File: config.mk
export PLATFORM = sky130hd
export DESIGN_NAME = dlzw_out_slot_flat
export DESIGN_NICKNAME = d
export VERILOG_FILES = /design/src/dlzw_pkg.sv /design/src/dlzw_if.sv /design/src/dlzw_out_slot.sv /design/src/flat_wrapper.sv
export SDC_FILE = /design/constraint.sdc
export NUM_CORES = 1
export LEC_CHECK = 0
export BUFFER_PORTS_ARGS = -buffer_cell sky130_fd_sc_hd__buf_2
export CORE_MARGIN = 5
export CORE_UTILIZATION = 38
export CTS_CLUSTER_SIZE = 25
export DETAILED_ROUTE_END_ITERATION = 10
export PLACE_DENSITY = 0.77
export SLEW_MARGIN = 10
export SYNTH_ARGS = -nofsm -noshare
export SYNTH_HDL_FRONTEND = slang
export SYNTH_SLANG_ARGS = --single-unit
File: constraint.sdc
create_clock -name clk_i -period 1.2 [get_ports clk_i]
set_clock_uncertainty 0.1 [all_clocks]
set_input_delay 0 -clock clk_i [delete_from_list [all_inputs] [get_ports clk_i]]
set_output_delay 0 -clock clk_i [all_outputs]
set_load 0.01 [all_outputs]
File: src/dlzw_pkg.sv
// Package for the delta-LZW compressor: state encoding, result beat type
// and fixed code constants. No dependencies.
package dlzw_pkg;

  localparam int unsigned BYTE_W      = 8;
  localparam int unsigned SYMBOL_BITS = 8;
  localparam int unsigned CODE_OUT_W  = 12;
  localparam int unsigned WIDTH_OUT_W = 4;
  localparam int unsigned ROOTS       = 1 << SYMBOL_BITS;
  localparam int unsigned FIRST_FREE  = ROOTS + 2;

  localparam logic [CODE_OUT_W-1:0]  RESTART_CODE = CODE_OUT_W'(ROOTS);
  localparam logic [CODE_OUT_W-1:0]  EOI_CODE     = CODE_OUT_W'(ROOTS + 1);
  localparam logic [WIDTH_OUT_W-1:0] START_WIDTH  = WIDTH_OUT_W'(SYMBOL_BITS + 1);
  localparam logic [WIDTH_OUT_W-1:0] WIDTH_LIMIT  = WIDTH_OUT_W'(15);

  typedef enum logic [2:0] {
    ST_IDLE,
    ST_PREF,
    ST_SCAN,
    ST_E_OLD,
    ST_WR_PREF,
    ST_E_PFX,
    ST_E_CLR,
    ST_E_END
  } state_e;

  typedef struct packed {
    logic [CODE_OUT_W-1:0]  code_value;
    logic [WIDTH_OUT_W-1:0] code_width;
    logic                   end_of_run;
  } result_t;

endpackage

File: src/dlzw_if.sv


interface dlzw_out_if;
  logic                               valid;
  logic                               ready;
  logic [dlzw_pkg::CODE_OUT_W-1:0]    code_value;
  logic [dlzw_pkg::WIDTH_OUT_W-1:0]   code_width;
  logic                               end_of_run;

  modport source (output valid, output code_value, output code_width, output end_of_run,
                  input ready);
  modport sink (input valid, input code_value, input code_width, input end_of_run,
                output ready);
endinterface

File: src/dlzw_out_slot.sv
// Single-entry output register for code beats.
// Depends on dlzw_pkg (result_t) and dlzw_out_if.
module dlzw_out_slot (
  input  logic              clk_i,
  input  logic              rst_ni,
  input  logic              push_i,
  input  dlzw_pkg::result_t res_i,
  output logic              free_o,
  dlzw_out_if.source        out_o
);

  logic              valid_q;
  dlzw_pkg::result_t res_q;

  // slot can load when empty or being drained this cycle
  assign free_o = !valid_q || out_o.ready;

  always_ff @(posedge clk_i or negedge rst_ni) begin
    if (!rst_ni) begin
      valid_q <= 1'b0;
    end else if (push_i && free_o) begin
      valid_q <= 1'b1;
    end else if (out_o.ready) begin
      valid_q <= 1'b0;
    end
  end

  always_ff @(posedge clk_i) begin
    if (push_i && free_o) begin
      res_q <= res_i;
    end
  end

  assign out_o.valid      = valid_q;
  assign out_o.code_value = res_q.code_value;
  assign out_o.code_width = res_q.code_width;
  assign out_o.end_of_run = res_q.end_of_run;

endmodule

File: src/flat_wrapper.sv
// flat-port wrapper written by rule: the top's interface ports become plain ports
module dlzw_out_slot_flat 
  (clk_i, rst_ni, push_i, res_i, free_o, out_o_valid, out_o_code_value, out_o_code_width, out_o_end_of_run, out_o_ready);
  dlzw_out_if out_o_i ();
  input  logic clk_i;
  input  logic rst_ni;
  input  logic push_i;
  input  dlzw_pkg::result_t res_i;
  output logic free_o;
  output wire logic [$bits(out_o_i.valid)-1:0] out_o_valid;
  output wire logic [$bits(out_o_i.code_value)-1:0] out_o_code_value;
  output wire logic [$bits(out_o_i.code_width)-1:0] out_o_code_width;
  output wire logic [$bits(out_o_i.end_of_run)-1:0] out_o_end_of_run;
  input wire logic [$bits(out_o_i.ready)-1:0] out_o_ready;
  assign out_o_valid = out_o_i.valid;
  assign out_o_code_value = out_o_i.code_value;
  assign out_o_code_width = out_o_i.code_width;
  assign out_o_end_of_run = out_o_i.end_of_run;
  assign out_o_i.ready = out_o_ready;
  dlzw_out_slot u_core (.clk_i(clk_i), .rst_ni(rst_ni), .push_i(push_i), .res_i(res_i), .free_o(free_o), .out_o(out_o_i));
endmodule
==> impl_metrics.tcl, run 1 <==
set metrics [dict create \
    total_leakage_power_nw 0.454 \
    port_buffers 39 \
    dominantRegCellSynth "edfxtp_1" \
    yosys.cell_types.count 5 \
    vias_per_cell 4.14 \
    seq_power_share_pct 58.5 \
    drt-pass1-iter-count 3 \
    via_count_of_the_first_global_routing_pass 414 \
    clk_transition_reported_paths_ps 100 \
    tritoncts_num_sinks 18 \
    power.density_nw_per_um2 1220 \
    peakVddDrop_mv 0.915 \
    synthesis.yosys.warnings 0 \
    syn_to_final_growth_pct 83.4 \
    die_area_um2 2360 \
    synth_top_cell_by_area "edfxtp_1" \
    power.internal_w 0.00101 \
    setup-violations-final 0 \
    n_diodes 0 \
    total_switching_power_w 0.000247 \
    tritoncts "built" \
    cts-buffers-inserted 3 \
    fraction_of_registers_with_async_set_reset_pct 5.56 \
    clk_root_buffer_cell "clkbuf_4" \
    nets 108 \
    syn-cell-area_um2 564 \
    num_vias 422 \
    yosysSeqAreaShare_pct 94.9 \
    crit_required_ps 1100 \
    timing.max_slew.rel_slack_pct 91.5 \
    yosys.cell_count.top_type "edfxtp_1" \
    post-layout-total-power_w 0.00126 \
    synth.top_cells.by_area "edfxtp_1 (90%), dfrtp_1 (4.4%), nand2b_4 (2.4%), and2_4 (1.6%), nand2b_1 (1.1%)" \
    antenna_left 0 \
    synthCells 21 \
    critical-path-slowest-cell "dfrtp_1" \
    kind_of_critical_path "register to register" \
    synth_nets 42 \
    crit_path_end_kind "register" \
    layout_worst_path_cycle_share_pct 92.1 \
    aggregate_global_routing_overflow 0 \
    yosys_register_bits 18 \
    floorplan.die.height_um 48.5 \
    num_io_pins 40 \
    cts_htree_levels 1 \
    timing.critical_path.fanout_max 9 \
    cap_violations 0 \
    hold_viol_final 0 \
    worst_path_dominant_cell_family "flip-flops" \
    multiInputGateArea_um2 37.5 \
    clk_latency_ps 280 \
    min-delay-path-class "primary input to register" \
    clockPowerShare_pct 28.3 \
    synth.top_cell.area_share_pct 90.5 \
    route.final.wire_length_um 1270 \
    placement_rows 14 \
    drcViolationCount 0 \
    post_route_cells_drive_above_1_share_pct 53.5 \
    dr.first_iter.drc_count 14 \
    coreArea_um2 1450 \
    cp.buffers_inverters 0 \
    worst_setup_path_start_kind "register" \
    starting_density_of_the_core_pct 38.8 \
    arrival_time_worst_endpoint_ps 1000 \
    report.final.slew_viol_count 0 \
    setup_tns_ps 0 \
    grt_setup_unrepaired "false" \
    wl_per_cell_um 12.4 \
    number_of_flops_mapped_to_enable_cells_by_yosys 17 \
    grt.total_usage_pct 10.8 \
    run_status "finished, final reports clean" \
    worst_pin_slew_ps 128 \
    timing.fmax_mhz 904 \
    grt_pass1_wl_um 2010 \
    synth_area_per_cell_um2 26.9 \
    comb_power_share_pct 13.1 \
    floorplan.die.width_um 48.5 \
    final-seq-area_um2 536 \
    synth.cells.most_frequent "edfxtp_1 (17), and2_4 (1), dfrtp_1 (1), nand2b_1 (1), nand2b_4 (1)" \
    cp_cell_sequence "nand2b_4 -> and2_4" \
    gp_congestion 0.594 \
    fillCellCount 97 \
    grt_max_degree 18 \
    worst_path_largest_cell_delay_ps 420 \
    switching_share_pct 19.6 \
    clock_path_buffers 2 \
    post-route-min-period_ps 1110 \
    grt_antenna_before_repair 0 \
]
==> worst reg2reg max path: stages, from the launching register on <==
cell and delay (ps):
dfrtp_1 420, nand2b_4 90, and2_4 210
==> flip-flops by register name (all words and copies together) (netlist names) <==
name                     cells
u_core.out_o.valid           1
u_core.out_o.code_width      4
u_core.out_o.end_of_run      1
u_core.out_o.code_value     12
==> power by group through the flow <==
stage	Combinational (W)	Clock (W)	Sequential [W]
global placement	0.000107	0	0.000750
CTS	0.000162	0.000368	0.000736
detailed placement	0.000109	0	0.000751
finish	0.000165	0.000357	0.000737
global route	0.000181	0.000408	0.000740
floorplan	0.0000208	0	0.000771
==> cell type report <==
| class | count | area share (%) |
|---|---|---|
| clock buffer | 4 | 3.51 |
| multi-input combinational | 4 | 3.63 |
| sequential | 18 | 51.8 |
| tap | 16 | 1.93 |
| timing repair buffer | 60 | 39.2 |
==> repair_timing <==
item	in CTS	in global routing
endpoints found under the hold margin	19	0
resized for setup	0	1
hold buffers	21	0
buffers inserted	0	0
endpoints found under the setup margin	0	17
==> routing by layer <==
metal | share of wire (%) | track usage (%) | vias to the layer above
li1 | - | - | 212
met1 | 40 | 13.2 | 180
met2 | 47 | 17.2 | 30
met3 | 13 | 5.83 | 0
met4 | 0 | 1.35 | 0
met5 | 0 | 0 | -
==> stage by stage <==
| step | hold WS (ps) | instance area [µm²] | util [%] | setup slack (ps) | std cells |
|---|---|---|---|---|---|
| global placement | -324 | 779 | 53.6 | 51.8 | 76 |
| CTS | 300 | 1030 | 70.6 | 5.71 | 101 |
| global route | 304 | 1030 | 71.2 | 60.7 | 102 |
| detailed placement | -322 | 779 | 53.6 | 26.5 | 76 |
| finish | 316 | 1030 | 71.2 | 94.3 | 102 |
| floorplan | -396 | 564 | - | 15.1 | 21 |
==> cell families after synthesis <==
group,count (synthesis),share of synthesized area [%]
flip-flops,18,94.9
AND/OR/NAND/NOR,3,5.10
==> path summary, 6_finish.rpt <==
kind,startpoint,end,slack [ps],cells after the start
max,u_core.out_o.valid,u_core.out_o.code_value[4],90,2
min,res_i[15],u_core.out_o.code_value[10],320,2
max reg2reg,u_core.out_o.valid,u_core.out_o.code_value[4],90,2
min reg2reg,u_core.out_o.valid,u_core.out_o.valid,470,2
max in group asynchronous,rst_ni,u_core.out_o.valid,450,3
min in group asynchronous,rst_ni,u_core.out_o.valid,450,3
==> placed cells by master, fill, tap and decap left out, drive strengths merged <==
cell / n
dfrtp: 1
dlygate4sd3: 21
buf: 39
edfxtp: 17
and2: 2
clkbuf: 4
nand2b: 2
Note: power is estimated with default switching activity, not from simulation.
==> run 2: changes to the inputs <==
--- a/config.mk
+++ b/config.mk
@@ -6,11 +6,13 @@
 export NUM_CORES = 1
 export LEC_CHECK = 0
 export BUFFER_PORTS_ARGS = -buffer_cell sky130_fd_sc_hd__buf_2
+export CELL_PAD_IN_SITES_DETAIL_PLACEMENT = 2
+export CELL_PAD_IN_SITES_GLOBAL_PLACEMENT = 2
 export CORE_MARGIN = 5
-export CORE_UTILIZATION = 38
+export CORE_UTILIZATION = 24
 export CTS_CLUSTER_SIZE = 25
 export DETAILED_ROUTE_END_ITERATION = 10
-export PLACE_DENSITY = 0.77
+export PLACE_DENSITY = 0.75
 export SLEW_MARGIN = 10
 export SYNTH_ARGS = -nofsm -noshare
 export SYNTH_HDL_FRONTEND = slang
==> impl_metrics.tcl, run 2 (synthesis results as in run 1) <==
set metrics [dict create \
    run_status "finished, final reports clean" \
    worst_pin_slew_ps 137 \
    via_count_of_the_first_global_routing_pass 517 \
    total_switching_power_w 0.000286 \
    clock_path_buffers 2 \
    layout_common_cells "buf_2 (39), dlygate4sd3_1 (21), edfxtp_1 (17), clkbuf_4 (3), and2_4 (2)" \
    starting_density_of_the_core_pct 25.3 \
    hold_viol_final 0 \
    aggregate_global_routing_overflow 0 \
    timing.hold.worst.start "res_i[6]" \
    worst_path_largest_cell_delay_ps 420 \
    timing.max_slew.rel_slack_pct 90.9 \
    finalInstanceArea_um2 1050 \
    grt_antenna_before_repair 0 \
    worst_r2r_startpoint "u_core.out_o.valid" \
    cp_num_cells 2 \
    preCtsSetupSlack_ps 21.5 \
    cts-buffers-inserted 3 \
    rr_endpoint "u_core.out_o.code_value[11]" \
    layout_worst_path_cycle_share_pct 94.0 \
    grt_setup_unrepaired "false" \
    grt.total_usage_pct 12.1 \
    port_buffers 39 \
    tritoncts_num_sinks 18 \
    finalCoreUtilization_pct 47.0 \
    grt_max_degree 18 \
    worst_path_dominant_cell_family "flip-flops" \
    report.final.slew_viol_count 0 \
    largest_reg_flops 12 \
    min-delay-path-class "primary input to register" \
    nets 108 \
    seq_power_share_pct 56.8 \
    floorplan.die.width_um 58.5 \
    setup-violations-final 0 \
    timing.critical_path.fanout_max 9 \
    comb_power_share_pct 13.4 \
    cts_htree_levels 1 \
    clk_latency_ps 300 \
    worst_setup_path_start_kind "register" \
    power.internal_w 0.00101 \
    syn_to_final_growth_pct 86.0 \
    setup_tns_ps 0 \
    floorplan.die.height_um 58.5 \
    dr.first_iter.drc_count 6 \
    drt-pass1-iter-count 3 \
    placement_rows 17 \
    final_common_cell "buf_2" \
    dpl-instance-area_um2 795 \
    tritoncts "built" \
    hold_depth 2 \
    arrival_time_worst_endpoint_ps 1040 \
    peakVddDrop_mv 0.582 \
    cp.buffers_inverters 0 \
    post_route_cells_drive_above_1_share_pct 53.5 \
    vias_per_cell 3.86 \
    crit_path_end_kind "register" \
    reg2reg_setup_slack_ps 70 \
    die_area_um2 3420 \
    wl_per_cell_um 17.4 \
    n_diodes 0 \
    num_io_pins 40 \
    cts_setup_buffers 0 \
    post-route-min-period_ps 1130 \
    power.density_nw_per_um2 1240 \
    drcViolationCount 0 \
    switching_share_pct 22.0 \
    crit_required_ps 1110 \
    cp_cell_sequence "nand2b_4 -> and2_4" \
    grt_pass1_wl_um 2900 \
    clk_transition_reported_paths_ps 120 \
    antenna_left 0 \
    finalWorstSetupSlack_ps 72.5 \
    gp_congestion 0.725 \
    whs_endpoint "u_core.out_o.code_value[1]" \
    route.final.wire_length_um 1990 \
    total_leakage_power_nw 0.454 \
    num_vias 440 \
    clk_root_buffer_cell "clkbuf_4" \
    critical-path-slowest-cell "dfrtp_1" \
    clockPowerShare_pct 29.8 \
    timing.fmax_mhz 887 \
    cap_violations 0 \
    kind_of_critical_path "register to register" \
    coreArea_um2 2230 \
    timing.reg2reg.worst_path_depth 2 \
]
-- run 2: cell counts in the layout (fill, tap and decap cells not counted) --
Identical to the previous run, type by type.
-- run 2: worst max path at each step --
stage / startpoint / to / slack [ps]
detailed placement: u_core.out_o.valid / u_core.out_o.code_value[4] / 20
finish: u_core.out_o.valid / u_core.out_o.code_value[11] / 70
global placement: u_core.out_o.valid / u_core.out_o.code_value[11] / 50
global route: u_core.out_o.valid / u_core.out_o.code_value[11] / 20
floorplan: u_core.out_o.valid / u_core.out_o.code_value[0] / 20
CTS: u_core.out_o.valid / u_core.out_o.code_value[2] / 0.4
-- run 2: power by group through the flow --
stage / clock network [W] / registers [W] / logic (W)
3_5_place_dp: 0 / 0.000753 / 0.000112
6_report: 0.000387 / 0.000738 / 0.000174
4_1_cts: 0.000372 / 0.000738 / 0.000165
3_3_place_gp: 0 / 0.000751 / 0.000110
2_1_floorplan: 0 / 0.000771 / 0.0000208
5_1_grt: 0.000427 / 0.000742 / 0.000188
-- run 2: what timing repair did --
action	CTS	global route
hold endpoints to repair	19	0
setup endpoints to repair	0	17
resized for setup	0	1
hold buffers	21	0
-- run 2: final cells by class --
type	count	area, µm²
clock buffer	4	36.3
timing repair buffer	60	405
fill	226	1180
tap	28	35.0
sequential	18	536
multi-input combinational	4	37.5
-- run 2: layer usage --
metal | routed length (µm) | vias to the layer above | GRT usage [%] | share of wire, %
li1 | - | 210 | - | -
met2 | 1120 | 17 | 22.6 | 56
met4 | 10 | 0 | 3.97 | 0.50
met3 | 116 | 2 | 3.51 | 5.8
met1 | 743 | 211 | 12.7 | 37
met5 | 0 | - | 0 | 0
-- run 2: per-stage QoR --
stage	instances	power [W]	hold WS, ps
floorplan	21	0.000792	-396
global placement	88	0.000861	-325
detailed placement	88	0.000865	-323
CTS	113	0.00128	311
global route	114	0.00136	313
finish	114	0.00130	318
